===== src/sv/sbe_pkg.sv =====
// shared types and constants for the stack bytecode executor
`default_nettype none

package sbe_pkg;

    localparam int WORD_W              = 32;
    localparam int ADDR_W              = 16;
    localparam int CMD_W               = 3;
    localparam int FAULT_W             = 2;
    localparam int STACK_DEPTH_DEFAULT = 64;
    localparam int GLOBALS_DEPTH_DEFAULT = 256;

    typedef enum logic [CMD_W-1:0] {
        CMD_ADD    = 3'd0,
        CMD_SUB    = 3'd1,
        CMD_CONST  = 3'd2,
        CMD_BRANCH = 3'd3,
        CMD_GLOAD  = 3'd4,
        CMD_GSTORE = 3'd5,
        CMD_PRINT  = 3'd6,
        CMD_HALT   = 3'd7
    } cmd_t;

    typedef enum logic [FAULT_W-1:0] {
        FAULT_NONE  = 2'd0,
        FAULT_UNDER = 2'd1,
        FAULT_OVER  = 2'd2,
        FAULT_INDEX = 2'd3
    } fault_t;

    typedef struct packed {
        logic   spill_we;
        logic   glob_we;
        logic   print_valid;
        logic   halt_set;
        fault_t fault;
    } exec_ctrl_t;

endpackage

`default_nettype wire


===== src/sv/sbe_exec.sv =====
// execute logic: decodes one instruction against the cached top and read data
`default_nettype none

module sbe_exec #(
    parameter int STACK_DEPTH   = sbe_pkg::STACK_DEPTH_DEFAULT,
    parameter int GLOBALS_DEPTH = sbe_pkg::GLOBALS_DEPTH_DEFAULT,
    localparam int CNT_W        = $clog2(STACK_DEPTH + 1)
) (
    input  wire sbe_pkg::cmd_t              cmd,
    input  wire logic [sbe_pkg::WORD_W-1:0] operand,
    input  wire logic [CNT_W-1:0]           count,
    input  wire logic [sbe_pkg::WORD_W-1:0] top,
    input  wire logic [sbe_pkg::WORD_W-1:0] second,
    input  wire logic [sbe_pkg::WORD_W-1:0] gdata,
    input  wire logic [sbe_pkg::ADDR_W-1:0] pc,
    input  wire logic                       halted,
    output sbe_pkg::exec_ctrl_t             ctrl,
    output logic [CNT_W-1:0]                count_next,
    output logic [sbe_pkg::WORD_W-1:0]      top_next,
    output logic [sbe_pkg::ADDR_W-1:0]      pc_next
);

    logic                       idx_ok;
    logic                       stack_empty;
    logic                       stack_short;
    logic                       stack_full;
    logic [sbe_pkg::ADDR_W-1:0] pc_inc1;
    logic [sbe_pkg::ADDR_W-1:0] pc_inc2;

    assign idx_ok      = operand < sbe_pkg::WORD_W'(GLOBALS_DEPTH);
    assign stack_empty = count == '0;
    assign stack_short = count < CNT_W'(2);
    assign stack_full  = count >= CNT_W'(STACK_DEPTH);
    assign pc_inc1     = pc + sbe_pkg::ADDR_W'(1);
    assign pc_inc2     = pc + sbe_pkg::ADDR_W'(2);

    always_comb begin
        ctrl       = '0;
        ctrl.fault = sbe_pkg::FAULT_NONE;
        count_next = count;
        top_next   = top;
        pc_next    = pc;
        if (!halted) begin
            case (cmd)
                sbe_pkg::CMD_ADD, sbe_pkg::CMD_SUB: begin
                    if (stack_short) begin
                        ctrl.fault = sbe_pkg::FAULT_UNDER;
                    end else begin
                        top_next   = (cmd == sbe_pkg::CMD_ADD) ? second + top : second - top;
                        count_next = count - CNT_W'(1);
                        pc_next    = pc_inc1;
                    end
                end
                sbe_pkg::CMD_CONST: begin
                    if (stack_full) begin
                        ctrl.fault = sbe_pkg::FAULT_OVER;
                    end else begin
                        ctrl.spill_we = !stack_empty;
                        top_next      = operand;
                        count_next    = count + CNT_W'(1);
                        pc_next       = pc_inc2;
                    end
                end
                sbe_pkg::CMD_BRANCH: begin
                    if (stack_empty) begin
                        ctrl.fault = sbe_pkg::FAULT_UNDER;
                    end else begin
                        pc_next = (top != '0) ? operand[sbe_pkg::ADDR_W-1:0] : pc_inc2;
                    end
                end
                sbe_pkg::CMD_GLOAD: begin
                    if (stack_full) begin
                        ctrl.fault = sbe_pkg::FAULT_OVER;
                    end else if (!idx_ok) begin
                        ctrl.fault = sbe_pkg::FAULT_INDEX;
                    end else begin
                        ctrl.spill_we = !stack_empty;
                        top_next      = gdata;
                        count_next    = count + CNT_W'(1);
                        pc_next       = pc_inc2;
                    end
                end
                sbe_pkg::CMD_GSTORE: begin
                    if (stack_empty) begin
                        ctrl.fault = sbe_pkg::FAULT_UNDER;
                    end else if (!idx_ok) begin
                        ctrl.fault = sbe_pkg::FAULT_INDEX;
                    end else begin
                        ctrl.glob_we = 1'b1;
                        top_next     = second;
                        count_next   = count - CNT_W'(1);
                        pc_next      = pc_inc2;
                    end
                end
                sbe_pkg::CMD_PRINT: begin
                    if (stack_empty) begin
                        ctrl.fault = sbe_pkg::FAULT_UNDER;
                    end else begin
                        ctrl.print_valid = 1'b1;
                        pc_next          = pc_inc1;
                    end
                end
                default: begin
                    ctrl.halt_set = 1'b1;
                end
            endcase
        end
    end

endmodule

`default_nettype wire


===== config.mk =====
export PLATFORM = sky130hd
export DESIGN_NAME = sbe_exec
export DESIGN_NICKNAME = d
export VERILOG_FILES = /design/src/sv/sbe_pkg.sv /design/src/sv/sbe_exec.sv
export SDC_FILE = /design/constraint.sdc
export NUM_CORES = 1
export LEC_CHECK = 0
export BUFFER_PORTS_ARGS = -buffer_cell sky130_fd_sc_hd__buf_2
export CORE_MARGIN = 2
export CORE_UTILIZATION = 35
export DETAILED_ROUTE_END_ITERATION = 12
export PLACE_DENSITY_LB_ADDON = 0.2
export SLEW_MARGIN = 10
export SYNTH_ARGS = -nofsm -noshare
export SYNTH_HDL_FRONTEND = slang
export SYNTH_SLANG_ARGS = --single-unit

===== constraint.sdc =====
create_clock -name vclk -period 5.15
set_clock_uncertainty 0.2 [all_clocks]
set_input_delay 0.2575 -clock vclk [all_inputs]
set_output_delay 0.2575 -clock vclk [all_outputs]
set_load 0.005 [all_outputs]

# --- Yosys cells after proc, flatten, opt, wreduce, memory -nomap -nowiden ---
# Cells that the tools add are included.
totals:
  ff_bits: 0
  input_bits: 155
  out_inout_bits: 61
  elab_cells: 67
classes:
  addsub: 6
  order_cmp: 3
  eq_ne: 6
  mux: 45
  reduce_logical: 7
op_table:
  columns: ["cell", "n"]
  rows:
  - ["$mux 32", 8]
  - ["$mux 16", 9]
  - ["$pmux 32 s4", 1]
  - ["$pmux 16 s6", 1]
  - ["$mux 7", 7]
  - ["$add 32x32->32", 1]
  - ["$lt 32x9->1 const B", 1]
  - ["$reduce_bool 32->1", 1]
  - ["$sub 32x32->32", 1]
  - ["$pmux 7 s4", 1]
  - ["$add 16x1->16 const B", 1]
  - ["$add 16x2->16 const B", 1]
  - ["$mux 1", 11]
  - ["$pmux 2 s5", 1]
  - ["$eq 3x3->1 const B", 3]
  - ["$mux 2", 4]
  - ["$add 7x1->7 const B", 1]
  - ["$ge 7x7->1 const B", 1]
  - ["$logic_not 7->1", 1]
  - ["$lt 7x2->1 const B", 1]
  - ["$reduce_or 7->1", 1]
  - ["$sub 7x1->7 const B", 1]
  - ["$eq 3x2->1 const B", 2]
  - ["$mux 6", 1]
  - ["5 further kinds", 6]

# --- Depth between registers and ports, before layout ---
# Gate-level depths: netlist of run 1.
depth:
  word_depth: 6
  depth_mapped: 20
  mapped_depth_nobuf: 19

# --- Least setup slack after synthesis of run 1 ---
# No wires, ideal clock.
synth_timing:
  path_kind: "input -> output"
  start: "in top[3] in the netlist's numbering"
  end: "out top_next[28] in the netlist's numbering"
  arrival_time_ps: 3782
  t_required_ps: 4693
  setup_slack_ps: 910
  cell_stages: 19
  n_path_buf: 2
  path_cell_list: "buf_2 nor4_4 nand2_1 or3_1 nor4_1 nor2_1 xor2_1 ha_1 clkbuf_1 inv_1 o21bai_1 a2111oi_0 o31a_1 o21ai_0 a221o_1 a21oi_1 nor2b_1 a21oi_1 o21ai_0"
synth_via:
  elab_chain_len: 5
  elab_cells_between_ends: 6
  classes_between: "2 x add/sub; 4 x mux"
synth_rtl:
  columns: ["item", "line", "source"]
  rows:
  - ["start, declared", "sbe_exec.sv:12", "input wire logic [sbe_pkg::WORD_W-1:0] top,"]
  - ["$sub 32x32->32 or $add 32x32->32 (tied branches)", "sbe_exec.sv:49", "top_next = (cmd == sbe_pkg::CMD_ADD) ? second + top : second - top;"]
  - ["$mux 32 *", "sbe_exec.sv:49", null]
  - ["$mux 32 *", "sbe_exec.sv:46", "if (stack_short) begin"]
  - ["$pmux 32 s4 *", "sbe_exec.sv:44", "case (cmd)"]
  - ["$mux 32 *", "sbe_exec.sv:43", "if (!halted) begin"]
  - ["end, declared", "sbe_exec.sv:19", "output logic [sbe_pkg::WORD_W-1:0] top_next,"]
# Every way passes the cells marked *; elsewhere a longest branch is shown, timed or not.

# --- Worst setup path after layout of run 1 ---
layout_timing:
  start: "in top[3] in the netlist's numbering"
  end: "out top_next[31] in the netlist's numbering"
# Same word-level chain as after synthesis.

==> results of run 1 <==
[worst max-delay path by stage]
stage                      start            to  slack, ns
after floorplan           top[3]  top_next[28]       0.91
after global placement    top[3]  top_next[31]       0.40
after detailed placement  top[3]  top_next[31]       0.32
after CTS                 top[3]  top_next[31]       0.30
after global routing      top[3]  top_next[28]       0.03
final                     top[3]  top_next[31]       0.36
[kinds of logic (layout without fill, tap and decap cells)]
group                    Yosys count  count (layout)  synth area share
multiplexers                      16              16           0.02631
AND/OR/NAND/NOR                  350             350            0.2721
XOR/XNOR                          82              82            0.1171
buffers and inverters             96             261           0.06159
AO/OA/AOI/OAI                    405             405            0.4320
adder cells (fa/ha/maj)           44              44           0.09097
other                              0               1                 0
[timing repair]
action | CTS | global route
gates resized for setup | 0 | 3
endpoints found under the setup margin | 0 | 2
hold buffers | 0 | 0
[cell type report]
class | instances | area share
diodes | 1 | 0.0003373
inverters | 20 | 0.01012
multi-input cells | 897 | 0.7806
well taps | 225 | 0.03795
repair buffers | 241 | 0.1710
[report_power, final]
group / internal, mW / leakage, nW / switching (mW)
Combinational: 0.320 / 3.05 / 0.466
Clock: 0.0000000260 / 0.00000634 / 0
Sequential: 0 / 0 / 0
[through the flow]
stage | instance area (sq um) | util | total power [mW]
finish | 7418 | 0.4304 | 0.7863
floorplan | 6135 | - | 0.4887
global placement | 7408 | 0.4298 | 0.7714
CTS | 7408 | 0.4298 | 0.7719
detailed placement | 7408 | 0.4298 | 0.7664
global route | 7418 | 0.4304 | 0.8636
[tightest hold or removal path: stages]
cell,delay [ns]
buf_2,0.12
a21o_1,0.11
buf_2,0.10
[layout by cell type (no fill, tap or decap), types with 11 or more instances in the layout]
cell type    n
o21ai_0     97
xnor2_1     55
a211oi_1    12
mux2i_1     15
ha_1        43
nor2_1     101
buf_4       25
a22o_1      18
buf_2      216
xor2_1      27
nor3_1      21
nand3_1     17
inv_1       20
a21o_1      14
nand4_1     12
a31oi_1     13
a21oi_1    110
and3_1      12
nand2b_1    13
o211ai_1    20
o221ai_1    11
a222oi_1    24
nand2_1    114
[synthesized netlist by cell type, types with 4 or more instances]
| library cell | count | area share |
|---|---|---|
| nor2b_1 | 8 | 0.0082 |
| a221o_1 | 6 | 0.0098 |
| nand3_1 | 17 | 0.014 |
| a21o_1 | 14 | 0.017 |
| o211ai_1 | 20 | 0.024 |
| nand2b_1 | 13 | 0.013 |
| nand2_1 | 114 | 0.070 |
| o22ai_1 | 10 | 0.010 |
| ha_1 | 43 | 0.088 |
| o21ai_0 | 97 | 0.079 |
| mux2i_1 | 15 | 0.024 |
| nor2_1 | 103 | 0.063 |
| nand4_1 | 12 | 0.012 |
| o221ai_1 | 11 | 0.016 |
| xor2_1 | 27 | 0.039 |
| xnor2_1 | 55 | 0.079 |
| a21oi_1 | 111 | 0.091 |
| a221oi_1 | 9 | 0.013 |
| a31oi_1 | 13 | 0.013 |
| buf_2 | 5 | 0.0041 |
| o2111ai_1 | 5 | 0.0071 |
| nor3_1 | 24 | 0.020 |
| inv_1 | 20 | 0.012 |
| o31ai_1 | 10 | 0.012 |
| o21ai_1 | 4 | 0.0033 |
| a211oi_1 | 12 | 0.015 |
| a22oi_1 | 8 | 0.0098 |
| a22o_1 | 18 | 0.026 |
| nor4_1 | 9 | 0.0092 |
| and2_1 | 4 | 0.0041 |
| a222oi_1 | 24 | 0.039 |
| o21a_1 | 4 | 0.0049 |
| clkbuf_1 | 67 | 0.041 |
| o21bai_1 | 5 | 0.0061 |
| or3_1 | 9 | 0.0092 |
| o41ai_1 | 4 | 0.0057 |
| and3_1 | 12 | 0.012 |
| or2_2 | 4 | 0.0041 |
| nor3b_1 | 5 | 0.0061 |
[per-layer routing]
metal,part of all wire,track usage,wire length (um),vias up
met1,0.43,0.4191,12270,4121
met3,0.084,0.01827,2404,67
met5,0,0,0,-
met2,0.46,0.4749,13040,493
met4,0.031,0.07986,884,0
li1,-,-,-,4096
==> results.txt, run 1 <==
The logs give 22.17 mm for the HPWL after detailed placement and 31 for the largest net degree at the start of global routing. For the data required time of the critical path, the log shows 4.69 ns. The largest individual stage delay along the critical path comes from the cell or3_1. The tools report the number of antenna violations at the first check in global routing as 1. The number of buffers and inverters on the critical path is 3. After detailed placement, the design holds a cell count of 1,383. The layout-stage area growth over the synthesis result works out to 20.93%. The tools report the number of nets still failing antenna checks after routing as 0. The count of cells in the finished layout, fillers not included, comes to 1,384. The number of filler instances in the final layout is 1,894, and the critical path data arrival time is 4.33 ns.

After detailed routing, the number of vias per cell comes to 6.342. Worst slack at placement: 0.3162 ns. Synthesis produced a netlist whose cell count is 993.

From bottom edge to top edge, the die measures 136.4 um. The detailed router finished its first iteration with 968 violations. After floorplanning, the core was divided into 48 placement rows.

The number of synthesis warnings is 0, and the largest stage delay on the critical path is 0.44 ns. The worst setup path is captured at an output port. Counting every net in the synthesized netlist gives 1,192.

Setup repair after global routing left no endpoint under its margin. The max-slew headroom at the worst pin came out at 0.3217. The routed design has 28.60 mm of wire. For the initial core utilization, the log shows 0.3559. Across all setup checks in the final design, the least slack found is 0.3623 ns. The class of the tightest hold or removal check was input port to output port.

In this run the static leakage power is 3.048 nW. For the placer congestion estimate, the log shows 0.9877. The tools report the flip-flop and latch count as 0.

Adding up every negative setup slack in the final design gives 0 ns. The run finished with clean final reports. Number of global-route vias before repair: 7,930. Among cell families on the critical path, the largest total delay comes from compound AO/OA/AOI/OAI gates. Input and output buffers added on the ports amount to 216. Global routing finished with a remaining overflow of 0. The count of pins on the block boundary is 216, and the first-pass GRT wire length is 43.57 mm. For the pin with the worst max-slew slack, the measured transition is 1.012 ns. The startpoint kind of the worst setup timing path is an input port.

After layout, the minimum clock period comes to 4.788 ns. For the count of nets after finishing, the log shows 1,359. Across the run, the number of max-cap violations was 0.

The signal on the critical path passes through buf_2 > nor4_4 > nand2_1 > or3_1 > nor2_2 > inv_1 > o21ai_0 > xnor2_1 > ha_1 > a21oi_1 > o21bai_1 > a21oi_1 > nand2_1 > a211oi_1 > o21ai_0 > a21oi_1 > xnor2_1 > o21ai_0 > a22o_1 > buf_2. The core region area came out at 17,240 sq um. The worst hold path was traced through 3 stages. The worst setup path is of the input port to output port kind.

The netlist uses 67 different library cells. Share of layout cells above drive strength 1: 0.2254. The worst hold path begins at top[0]. In the final routed layout, each cell accounts on average for 20.66 um.

For the final hold violation count, the log shows 0. The overall global routing resource usage was 0.2934; the sequential cell area in the final layout was 0 sq um. The clock buffers instantiated in the layout total 0. The total power density per cell area works out to 106.0 nW/um^2. The logs give 8,777 for the count of vias placed by the detailed router and 0 for the post-route DRC violation count.

Static timing analysis puts the maximum clock frequency at 0.2089 GHz. The critical path crosses 20 cells after its start point. For the worst hold margin, the log shows 0.6416 ns. The tools report the max-slew violation total from the final report as 0. The mapped netlist covers 6135 sq um.

For hold timing, the worst endpoint is top_next[0]. From left edge to right edge, the die measures 136.4 um. Setup violations remaining at the end of the flow were counted as 0. Dividing the synthesized area by the synthesized cell count gives 6.178 sq um. The number of setup buffers added after CTS is 0. VDD sags by at most 0.04821 mV. The maximum fanout count along the critical path came out at 8.

The share of synthesized area occupied by flip-flops and latches was 0; the share of the cycle needed by the critical path after routing was 0.9296. The die covers 18,600 sq um. The multi-input combinational cells in the finished layout cover a total of 5791 sq um.

The first detailed-routing pass ran for 7 iterations.
Power figures use the tool's default switching activity.
==> run 2: changes to the inputs <==
Settings changed: BUFFER_PORTS_ARGS -buffer_cell sky130_fd_sc_hd__buf_2 to unset, DONT_BUFFER_PORTS set to 1, RECOVER_POWER set to 25, SLEW_MARGIN 10 to 20.
==> run 2 against run 1 <==
Net effect:
- the flow now finishes with violations (max-capacitance violations, max-slew violations)
- power shrank 22%
- non-clock buffer count shrank 223
- worst hold slack lost 0.29 ns
- via count shrank 12%
- global-route usage shrank 0.99 points
- critical path depth shrank 3
- critical endpoint is now top_next[28]
- largest cell class unchanged
- largest power group unchanged
- highest routed layer unchanged
==> results.txt, run 2 (synthesis results as in run 1) <==
Placer congestion estimate: 0.9823 (was 0.9877). The run gives 0.2167 GHz (was 0.2089 GHz) as the maximum achievable frequency. For the total detailed-routing wirelength, the log shows 27.74 mm (was 28.60 mm).

The tools report the first-pass GRT wire length as 41.80 mm (was 43.57 mm). The mean routed wirelength per cell was 23.91 um (was 20.66 um). The total power density per cell area came out at 98.20 nW/um^2 (was 106.0 nW/um^2).

Most frequent cells in the layout: nand2_1 (114), a21oi_1 (111), nor2_1 (102), o21ai_0 (97), xnor2_1 (55) (was buf_2 (216), nand2_1 (114), a21oi_1 (110), nor2_1 (101), o21ai_0 (97)). The layout-stage area growth over the synthesis result came out at 2.264% (was 20.93%). The data required time of the critical path was 4.69 ns (about the same). The number of detailed-route iterations in the first pass is 6 (was 7). The tools report the max-slew violation total from the final report as 24 (was 0). The tools report the sequential cell area in the final layout as 0 sq um (unchanged).

The tools report the critical path data arrival time as 4.16 ns (was 4.33 ns). The post-cts repair resize count is 0 (unchanged), and the core region area is 17,240 sq um (unchanged). The share of layout cells above drive strength 1 is 0.03529 (was 0.2254). For the total congestion overflow, the log shows 0 (unchanged). The height of the chip is 136.4 um (unchanged), and the transition time at the pin with the least slew margin is 1.639 ns (was 1.012 ns). The share of the cycle needed by the critical path after routing was 0.8961 (was 0.9296); the peak supply drop was 0.04039 mV (was 0.04821 mV). The count of input and output buffers was 0 (was 216); the max-slew headroom at the worst pin was -0.09237 (was 0.3217). The area of the die was 18,600 sq um (unchanged); the initial core utilization was 0.3559 (unchanged).

The run gives 216 (unchanged) as the count of pins on the block boundary. The post-route DRC violation count is 0 (unchanged), and the total inserted antenna cells is 0 (was 1). The kind of capture point of the worst setup path was an output port (unchanged).

The chip width was 136.4 um (unchanged); the maximum fanout count along the critical path was 7 (was 8). The post-CTS setup repair buffer count is 0 (unchanged), and the number of cells traversed by the worst hold path is 1 (was 3). The worst hold margin was 0.3481 ns (was 0.6416 ns); the number of DRC violations after detailed-routing iteration 0 was 989 (was 968). The number of violations of the max-capacitance limit came out at 1 (was 0). The final critical-path required period came out at 4.615 ns (was 4.788 ns). The number of clock buffer instances in the layout came out at 0 (unchanged).

Number of global-route vias before repair: 7,120 (was 7,930). For the number of nets still failing antenna checks after routing, the log shows 0 (unchanged). The count of nets after finishing was 1,136 (was 1,359); the count of vias placed by the detailed router was 7,748 (was 8,777). For the HPWL after detailed placement, the log shows 21.24 mm (was 22.17 mm). The class of the tightest hold or removal check was input port to output port (unchanged). The category of the most critical setup path was input port to output port (unchanged). The checks that failed: max-capacitance violations, max-slew violations. Number of buffers inserted for hold repair after clock tree synthesis: 0 (unchanged). The logs give 2.139 nW (was 3.048 nW) for the reported leakage power and 0 ns (unchanged) for the setup TNS. The overall global routing resource usage is 0.2836 (was 0.2934). The most common library cell in the layout ignoring fill and taps is nand2_1 (was buf_2).

The met1 usage is 0.3870 (was 0.4191). The per-cell via count in the routed design came out at 6.679 (was 6.342). Routing layer with the top usage in global route: met2 (unchanged). The number of setup violations in the final report was 0 (unchanged).

Fraction of met2 tracks used by global routing: 0.4704 (was 0.4749). The number of antenna violations at the first check in global routing was 0 (was 1). Setup repair after global routing left no endpoint under its margin. The run finished, with violations left. The startpoint kind of the worst setup timing path was an input port (unchanged).

For the final hold violation count, the log shows 0 (unchanged). The flip-flop and latch count was 0 (unchanged); the met3 global-route usage was 0.04735 (was 0.01827). The largest net degree at the start of global routing is 34 (was 31).

The row count was 48 (unchanged).
## run 2: final timing paths
kind,from,endpoint,slack [ns]
hold / removal,halted,ctrl[2],0.35
setup / recovery,top[3],top_next[28],0.53
## run 2: cell type report
type / instances / area [sq um]
Tap cell: 225 / 281.5
Inverter: 20 / 75.07
Multi-Input combinational cell: 897 / 5789
Fill cell: 1904 / 10960
Timing Repair Buffer: 18 / 127.6
## run 2: per-layer routing
| layer | vias up | wire length (um) |
|---|---|---|
| met3 | 33 | 2454 |
| met4 | 0 | 479 |
| met2 | 424 | 12980 |
| met1 | 3639 | 11820 |
| met5 | - | 0 |
| li1 | 3652 | - |
## run 2: power breakdown
part / total, mW / switching (mW) / leakage (nW) / internal (mW)
clock: 0 / 0 / 0 / 0
combinational: 0.616 / 0.368 / 2.14 / 0.248
sequential: 0 / 0 / 0 / 0
## run 2: through the flow
stage	instances	power, mW	setup slack [ns]	area (sq um)	utilization
after floorplan	993	0.4887	0.9104	6135	-
after global placement	1160	0.6095	0.6887	6275	0.3640
after detailed placement	1160	0.6024	0.5746	6275	0.3640
after CTS	1160	0.6079	0.5502	6275	0.3640
after global routing	1160	0.6791	0.1088	6274	0.3640
final	1160	0.6161	0.5350	6274	0.3640
## run 2: critical path: stages
cell and delay (ns):
nor4_4 0.36, nand2_1 0.20, nor2_1 0.13, nand2_1 0.11, o31ai_1 0.26, xnor2_1 0.18
ha_1 0.33, a21oi_1 0.28, o21bai_1 0.10, a2111oi_0 0.46, o31a_1 0.19, o21ai_0 0.17
a221o_1 0.33, a21oi_1 0.29, nor2b_1 0.18, a21oi_1 0.07, o21ai_0 0.27
